--- config.mk ---
export PLATFORM = sky130hd
export DESIGN_NAME = dllce_ctrl
export DESIGN_NICKNAME = d
export VERILOG_FILES = /design/src/hw/rtl/dllce_pkg.sv /design/src/hw/rtl/dllce_ctrl.sv
export SDC_FILE = /design/constraint.sdc
export NUM_CORES = 1
export LEC_CHECK = 0
export BUFFER_PORTS_ARGS = -buffer_cell sky130_fd_sc_hd__buf_2
export CAP_MARGIN = 20
export CELL_PAD_IN_SITES_DETAIL_PLACEMENT = 0
export CELL_PAD_IN_SITES_GLOBAL_PLACEMENT = 1
export CORE_AREA = 2 2 39 41
export CTS_BUF_LIST = sky130_fd_sc_hd__clkbuf_16
export DETAILED_ROUTE_END_ITERATION = 16
export DIE_AREA = 0 0 41 43
export GPL_ROUTABILITY_DRIVEN = 0
export GPL_TIMING_DRIVEN = 0
export PLACE_DENSITY_LB_ADDON = 0.25
export SYNTH_ARGS = -nofsm -noshare
export SYNTH_HDL_FRONTEND = slang
export SYNTH_SLANG_ARGS = --single-unit
--- constraint.sdc ---
create_clock -name clk -period 2.6 [get_ports clk]
set_clock_uncertainty 0.05 [all_clocks]
set_input_delay 0.52 -clock clk [delete_from_list [all_inputs] [get_ports clk]]
set_output_delay 0.52 -clock clk [all_outputs]
set_load 0.05 [all_outputs]
--- src/hw/rtl/dllce_pkg.sv ---
// Package for the doubly linked list cursor engine.
// Holds the command codes, status codes, controller states and shared constants.
// No dependencies.
package dllce_pkg;

  localparam int POOL_DEPTH_DEF = 256;
  localparam int DATA_WIDTH_DEF = 32;

  typedef enum logic [3:0] {
    OP_NOP        = 4'd0,
    OP_CLEAR      = 4'd1,
    OP_INS_FIRST  = 4'd2,
    OP_INS_LAST   = 4'd3,
    OP_INS_AFTER  = 4'd4,
    OP_INS_BEFORE = 4'd5,
    OP_DEL_FIRST  = 4'd6,
    OP_DEL_LAST   = 4'd7,
    OP_DEL_AFTER  = 4'd8,
    OP_DEL_BEFORE = 4'd9,
    OP_SET        = 4'd10,
    OP_FIRST      = 4'd11,
    OP_LAST       = 4'd12,
    OP_NEXT       = 4'd13,
    OP_PREV       = 4'd14
  } op_t;

  localparam logic [1:0] ST_DONE   = 2'd0;
  localparam logic [1:0] ST_FULL   = 2'd1;
  localparam logic [1:0] ST_IGNORE = 2'd2;

  typedef enum logic [2:0] {
    S_IDLE,
    S_READ,
    S_EXEC,
    S_FETCH,
    S_DONE
  } state_t;

  typedef struct packed {
    logic latch;
    logic read;
    logic exec;
    logic fetch;
    logic done;
  } ctrl_t;

endpackage

--- src/hw/rtl/dllce_ctrl.sv ---
// Controller state machine of the list engine.
// Depends on dllce_pkg; drives dllce_datapath.
module dllce_ctrl import dllce_pkg::*; (
  input  logic  clk,
  input  logic  rst_n,
  input  logic  start,
  output logic  busy,
  output logic  out_valid,
  output ctrl_t ctrl
);

  state_t state_r, state_nxt;

  always_comb begin
    case (state_r)
      S_IDLE:  state_nxt = start ? S_READ : S_IDLE;
      S_READ:  state_nxt = S_FETCH;
      S_FETCH: state_nxt = S_EXEC;
      S_EXEC:  state_nxt = S_DONE;
      S_DONE:  state_nxt = S_IDLE;
      default: state_nxt = S_IDLE;
    endcase
  end

  always_comb begin
    ctrl = '0;
    case (state_r)
      S_IDLE:  ctrl.latch = start;
      S_READ:  ctrl.read  = 1'b1;
      S_FETCH: ctrl.fetch = 1'b1;
      S_EXEC:  ctrl.exec  = 1'b1;
      S_DONE:  ctrl.done  = 1'b1;
      default: ;
    endcase
  end

  always_ff @(posedge clk) begin
    if (!rst_n) state_r <= S_IDLE;
    else state_r <= state_nxt;
  end

  always_ff @(posedge clk) begin
    if (!rst_n) out_valid <= 1'b0;
    else out_valid <= ctrl.done;
  end

  assign busy = (state_r != S_IDLE);

  a_one_step: assert property (@(posedge clk) disable iff (!rst_n)
    $onehot0({ctrl.latch, ctrl.read, ctrl.fetch, ctrl.exec, ctrl.done}))
    else $error("more than one step at once");
  a_exec_done: assert property (@(posedge clk) disable iff (!rst_n)
    ctrl.exec |=> ctrl.done) else $error("exec not followed by done");
  a_valid_pulse: assert property (@(posedge clk) disable iff (!rst_n)
    out_valid |=> !out_valid) else $error("result strobe longer than one cycle");

endmodule

* Word level (Yosys, flattened, before mapping)
Cells that the tools add are included.
** Cells by class
- Reductions and logical operators :: 2
- Muxes and demuxes :: 7
- Equality and inequality tests :: 4
** Operators by type and width (count)
- 3-bit one-hot mux with 4 select lines :: 1
- 3-bit by 2-bit equality test with 1-bit output (second input constant) :: 2
- 1-bit 2-to-1 mux :: 6
- 3-bit by 1-bit equality test with 1-bit output (second input constant) :: 1
- 3-bit equality test (second input constant) :: 1
- 3-bit logical NOT :: 1
- 3-bit nonzero test :: 1
** Word-level totals
- Flip-flop bits (word level) :: 4

* Logic depth before layout (Yosys ltp)
Gate-level depths: netlist (run 1).
- Word-level depth :: 2
- Gate-level depth with buffers :: 2
- Gate-level depth less buffers :: 2

* Worst setup path after synthesis (run 1)
No wires, ideal clock.
- Path kind :: reg2out
- Start :: reg state_r[0]
- End :: out ctrl[3] (netlist bit)
- Required time :: 2.030 ns
- Arrival :: 1.493 ns
- Stages on the path, launching flop included :: 3
- Buffers on the path :: 0
- Setup slack :: 0.537 ns
- Path through :: dfxtp_1 -> inv_1 -> nor3_1
** RTL lines
- start, declared :: RTL line dllce_ctrl.sv:12 : state_t state_r, state_nxt;
- start signal, assigned :: RTL line dllce_ctrl.sv:39 : else state_r <= state_nxt;
- end, declared :: RTL line dllce_ctrl.sv:9 : output ctrl_t ctrl

==> results of run 1 <==
power groups by stage:
stage          registers (mW)  clock network (mW)  logic [mW]
2_1_floorplan          0.0695                   0      0.0367
3_3_place_gp           0.0698                   0      0.0465
3_5_place_dp           0.0698                   0      0.0466
4_1_cts                0.0690               0.240      0.0467
5_1_grt                0.0695               0.243      0.0488
6_report               0.0690               0.236      0.0461
state kept, by name, indices dropped and copies added (netlist names):
name and count:
out_valid 1, state_r 3
synthesized netlist by cell type, drive strengths merged:
library cell	count	area, sq um
nor3	2	10.0
inv	2	7.51
nand2b	1	6.26
nor2	7	28.8
or3	1	11.3
dfxtp	4	80.1
or2b	2	16.3
o21ai	1	5.00
nand2	1	3.75
worst max path at each step:
stage                          start       to  slack [ps]  cells past startpoint
2_1_floorplan  state_r[0]$_SDFF_PN0_  ctrl[3]         540                      2
6_report       state_r[2]$_SDFF_PN0_  ctrl[4]         740                      3
5_1_grt        state_r[1]$_SDFF_PN0_  ctrl[2]         670                      3
3_5_place_dp   state_r[2]$_SDFF_PN0_  ctrl[4]         960                      3
4_1_cts        state_r[2]$_SDFF_PN0_  ctrl[4]         730                      3
3_3_place_gp   state_r[2]$_SDFF_PN0_  ctrl[4]         970                      3
metal layers:
| layer | vias to the layer above | track usage (%) |
|---|---|---|
| li1 | 89 | - |
| met1 | 68 | 7.40 |
| met5 | - | 0 |
| met2 | 8 | 4.69 |
| met3 | 2 | 3.14 |
| met4 | 0 | 6.00 |
kinds of logic (layout without fill, tap and decap cells):
group / after synthesis / after routing / synth area share (%)
AND/OR/NAND/NOR: 14 / 14 / 45.2
flip-flops: 4 / 4 / 47.4
AO/OA/AOI/OAI: 1 / 1 / 2.96
buffers and inverters: 2 / 14 / 4.45
metrics by stage:
| step | util, % | cell area (sq um) |
|---|---|---|
| after detailed placement | 16.9 | 234 |
| after global routing | 22.3 | 309 |
| after CTS | 22.3 | 309 |
| after global placement | 16.9 | 234 |
| final | 22.3 | 309 |
| after floorplan | - | 169 |
critical path, stage by stage, from the launching register on:
cell and delay [ps]:
dfxtp_1 340, or3_4 400, nor2_2 70, buf_2 260
area by class of cell:
type / instances / area, sq um
flip-flops and latches: 4 / 80.1
fillers: 152 / 1070
multi-input cells: 15 / 81.3
repair buffers: 9 / 45.0
well taps: 16 / 20.0
inverters: 2 / 7.51
clock buffers: 3 / 75.1
==> qor.yml, run 1 <==
status: "complete, no violations"
r2r_end: "state_r[2]$_SDFF_PN0_"
ctsHtreeMaxLevel: 1
path_clk_slew_ps: 30
ys_warn_count: 0
die-area_sq_um: 1760
via_per_inst: 3.41
rows: 14
wire_per_inst_um: 7.92
cts_tree: "yes"
grt_pass1_vias: 143
rsz0062_at_grt: "no"
ys_types: 11
routed.top_layer: "met4"
io_buffer_count: 9
final_common_cell: "buf_2"
finalNonFillerCells: 49
vias: 167
p_sw_uw: 77.8
report.final.setup_viol: 0
cts_root_buf: "clkbuf_16"
cellPowerDensity_nw_per_um2: 1140
syn_avg_cell_area_sq_um: 8.04
cts_resized: 0
antenna_found_initial: 0
min_from: "state_r[2]$_SDFF_PN0_"
fin_ws_ps: 741
reg2reg_depth: 2
start_kind: "flop"
crit_type: "reg -> out"
drt-met1-wl_um: 169
cts_inserted_buffers: 3
wirelength_um: 388
drc: 0
power.share.combinational_pct: 13.1
drtIter0Drc: 3
synthCells: 21
postCtsSetupRepairBufs: 0
tightest_slew_ps: 249
p_leak_nw: 0.155
setup_tns_ps: 0
initial_core_util_pct: 12.2
drv_cap: 0
coreArea_sq_um: 1380
worstPathMaxFanout: 6
p_total_uw: 351
grtUsageTotal_pct: 5.32
diodes: 0
ys_seq_area_share_pct: 47.4
p_sw_share_pct: 22.1
hold_path.class: "reg -> reg"
syn_to_final_growth_pct: 83.0
clock_latency_ps: 220
pin_count: 10
fmax_mhz: 538
drv_slew: 0
gr-total-overflow: 0
wl_met2_um: 154
post-place-ws_ps: 965
fin_crit_ps: 1860
critPathRequiredTime_ps: 2030
r2r_setup_slack_ps: 1670
seqPwrFrac_pct: 19.6
ys_ff_latch: 4
synth_nets: 24
grt_pass1_wl_um: 558
die_y_um: 43
fp.dieW_um: 41
finalCritPeriodShare_pct: 71.5
finalHoldViolCount: 0
detailed_place_hpwl_um: 294
grt_max_degree: 8
place_inst: 46
worst_setup_path_end_kind: "output port"
drtAntennaViolNets: 0
clock_path_buffers: 2
cts_num_sinks: 4
cp_data_arrival_time_ps: 1290
nets: 38
power.ir.vdd_worst_mv: 0.402
timing.rr.start: "state_r[1]$_SDFF_PN0_"
holdWs_ps: 446
drtPass1Iterations: 2
slew_headroom_pct: 83.5
drive_gt1_share_pct: 45.5
postCtsHoldBufs: 0
layout_common_cells: "buf_2 (9), nor2_1 (6), dfxtp_1 (4), clkbuf_16 (3)"
min_to: "state_r[1]$_SDFF_PN0_"
worstHoldPathCells: 1
clockPowerShare_pct: 67.3
met3_wirelength_um: 48
internal_power_uw: 274
syn_area_sq_um: 169
(Power assumes the default switching activity.)
==> inputs of run 2 (changes only) <==
==> constraint.sdc (replaced) <==
create_clock -name clk -period 1.9 [get_ports clk]
set_clock_uncertainty 0.05 [all_clocks]
set_input_delay 0.38 -clock clk [delete_from_list [all_inputs] [get_ports clk]]
set_output_delay 0.38 -clock clk [all_outputs]
set_load 0.05 [all_outputs]
==> run 2 against run 1 <==
Compared with the run above:
- wire length is 0.77% higher
- clock power is 37% higher
- critical endpoint unchanged
- global-route usage is 1.0 points higher
- via count is 0.60% higher
- sequential power is 37% higher
- flip-flop and latch count stayed put
- combinational power is 39% higher
- hold slack worse by 84 ps
- utilization is 0.36 points higher
==> qor.yml, run 2 (synthesis results as in run 1) <==
nets: 38  # unchanged
min_to: "state_r[1]$_SDFF_PN0_"
grt_pass1_vias: 170  # +19%
regMostFlops: "state_r"
holdWs_ps: 362  # -84.2 ps
cpPeakStageDelay_ps: 400  # about the same
p_sw_share_pct: 22.1  # about the same
coreArea_sq_um: 1380  # unchanged
drtPass1Iterations: 1  # -1
postCtsSetupRepairBufs: 0  # unchanged
p_sw_uw: 107  # +37%
grtUsageTotal_pct: 6.32  # +1.0 points
drtAntennaViolNets: 0  # unchanged
io_buffer_count: 9  # unchanged
crit_family: "simple AND/OR/NAND/NOR gates"
cts_root_buf: "clkbuf_16"
cts_inserted_buffers: 3  # unchanged
reg2reg_depth: 2  # unchanged
layout_common_cells: "buf_2 (9), nor2_1 (6), dfxtp_1 (4), clkbuf_16 (3), inv_1 (2)"
clock_path_buffers: 2  # unchanged
syn_to_final_growth_pct: 85.9
die-area_sq_um: 1760  # unchanged
antenna_found_initial: 0  # unchanged
setup_tns_ps: 0  # unchanged
pin_count: 10  # unchanged
status: "complete, no violations"
cellPowerDensity_nw_per_um2: 1530  # +35%
fin_crit_ps: 1730
fp.dieW_um: 41  # unchanged
cp_data_arrival_time_ps: 1300  # about the same
detailed_place_hpwl_um: 317  # +7.7%
rsz0062_at_grt: "no"
drv_slew: 0  # unchanged
worstPathMaxFanout: 6  # unchanged
rows: 14  # unchanged
wire_per_inst_um: 7.98  # +0.77%
min_from: "rst_n"
finalCritPeriodShare_pct: 91.2
cpMaxStageDelayCell: "or3_4"
r2r_end: "state_r[2]$_SDFF_PN0_"
report.final.setup_viol: 0  # unchanged
drive_gt1_share_pct: 48.5  # +3.0 points
reg_top3: "state_r (3), out_valid (1)"
ctsHtreeMaxLevel: 1  # unchanged
drtIter0Drc: 0  # -3
finalHoldViolCount: 0  # unchanged
power.ir.vdd_worst_mv: 0.422  # +4.9%
worstHoldPathCells: 3  # +2
cts_resized: 0  # unchanged
cts_tree: "yes"
gr-total-overflow: 0  # unchanged
crit_chain: "or3_4 -> nor2_2 -> buf_2"
critPathRequiredTime_ps: 1470  # -560 ps
hold_path.class: "in -> reg"
largest_reg_flops: 3  # unchanged
tightest_slew_ps: 250  # +1.85 ps
slew_headroom_pct: 83.4  # -0.12 points
start_kind: "flop"
initial_core_util_pct: 12.2  # unchanged
seqPwrFrac_pct: 19.6  # about the same
r2r_setup_slack_ps: 960  # -710 ps
drc: 0  # unchanged
internal_power_uw: 375  # +37%
clock_latency_ps: 220  # about the same
crit_buf_inv: 1  # unchanged
vias: 168  # +0.60%
fmax_mhz: 577
drv_cap: 0  # unchanged
die_y_um: 43  # unchanged
timing.rr.start: "state_r[1]$_SDFF_PN0_"
path_clk_slew_ps: 30  # about the same
postCtsHoldBufs: 0  # unchanged
diodes: 0  # unchanged
crit_type: "reg -> out"
p_leak_nw: 0.158  # +2.2%
grt_max_degree: 8  # unchanged
grt_pass1_wl_um: 683  # +22%
worst_setup_path_end_kind: "output port"
wirelength_um: 391  # +0.77%
cts_num_sinks: 4  # unchanged
clockPowerShare_pct: 67.1  # -0.2 points
power.share.combinational_pct: 13.3  # +0.2 points
final_common_cell: "buf_2"
via_per_inst: 3.43  # +0.60%
[run 2: through the flow]
step | std cells | worst slack [ps] | area [sq um] | power, mW | util, %
2_1_floorplan | 21 | 133 | 174 | 0.146 | -
3_3_place_gp | 46 | 399 | 239 | 0.160 | 17.3
3_5_place_dp | 46 | 387 | 239 | 0.161 | 17.3
4_1_cts | 49 | 149 | 314 | 0.490 | 22.7
5_1_grt | 49 | 70.8 | 314 | 0.498 | 22.7
6_report | 49 | 168 | 314 | 0.481 | 22.7
[run 2: worst reg2reg max path, delay by kind of cell, from the launching register on]
| kind | cells | cell delay, ps |
|---|---|---|
| DFF | 1 | 390 |
| and+or+nand+nor | 2 | 440 |
[run 2: cell type report]
| cell class | count | area, sq um |
|---|---|---|
| Fill cell | 157 | 1070 |
| Inverter | 2 | 7.51 |
| Multi-Input combinational cell | 15 | 86.3 |
| Timing Repair Buffer | 9 | 45.0 |
| Clock buffer | 3 | 75.1 |
| Sequential cell | 4 | 80.1 |
| Tap cell | 16 | 20.0 |
[run 2: how the worst max path moves through the flow]
stage,startpoint,end,slack [ps],cells past startpoint
5_1_grt,state_r[1]$_SDFF_PN0_,ctrl[2],70,3
6_report,state_r[2]$_SDFF_PN0_,ctrl[4],170,3
2_1_floorplan,state_r[1]$_SDFF_PN0_,ctrl[1],130,2
3_3_place_gp,state_r[2]$_SDFF_PN0_,ctrl[4],400,3
3_5_place_dp,state_r[2]$_SDFF_PN0_,ctrl[4],390,3
4_1_cts,state_r[2]$_SDFF_PN0_,ctrl[4],150,3
[run 2: metal layers]
metal / part of all wire, % / vias up / track usage, % / routed length [um]
met4: 0 / 0 / 8.00 / 0
met5: 0 / - / 0 / 0
met1: 36 / 78 / 6.09 / 139
met2: 63 / 1 / 8.13 / 245
met3: 1.5 / 0 / 3.14 / 6
li1: - / 89 / - / -
[run 2: power by group through the flow]
stage / Combinational, mW / Sequential, mW / Clock [mW]
final: 0.0641 / 0.0944 / 0.323
after global routing: 0.0683 / 0.0960 / 0.334
after CTS: 0.0650 / 0.0946 / 0.330
after detailed placement: 0.0649 / 0.0956 / 0
after global placement: 0.0644 / 0.0956 / 0
after floorplan: 0.0510 / 0.0954 / 0
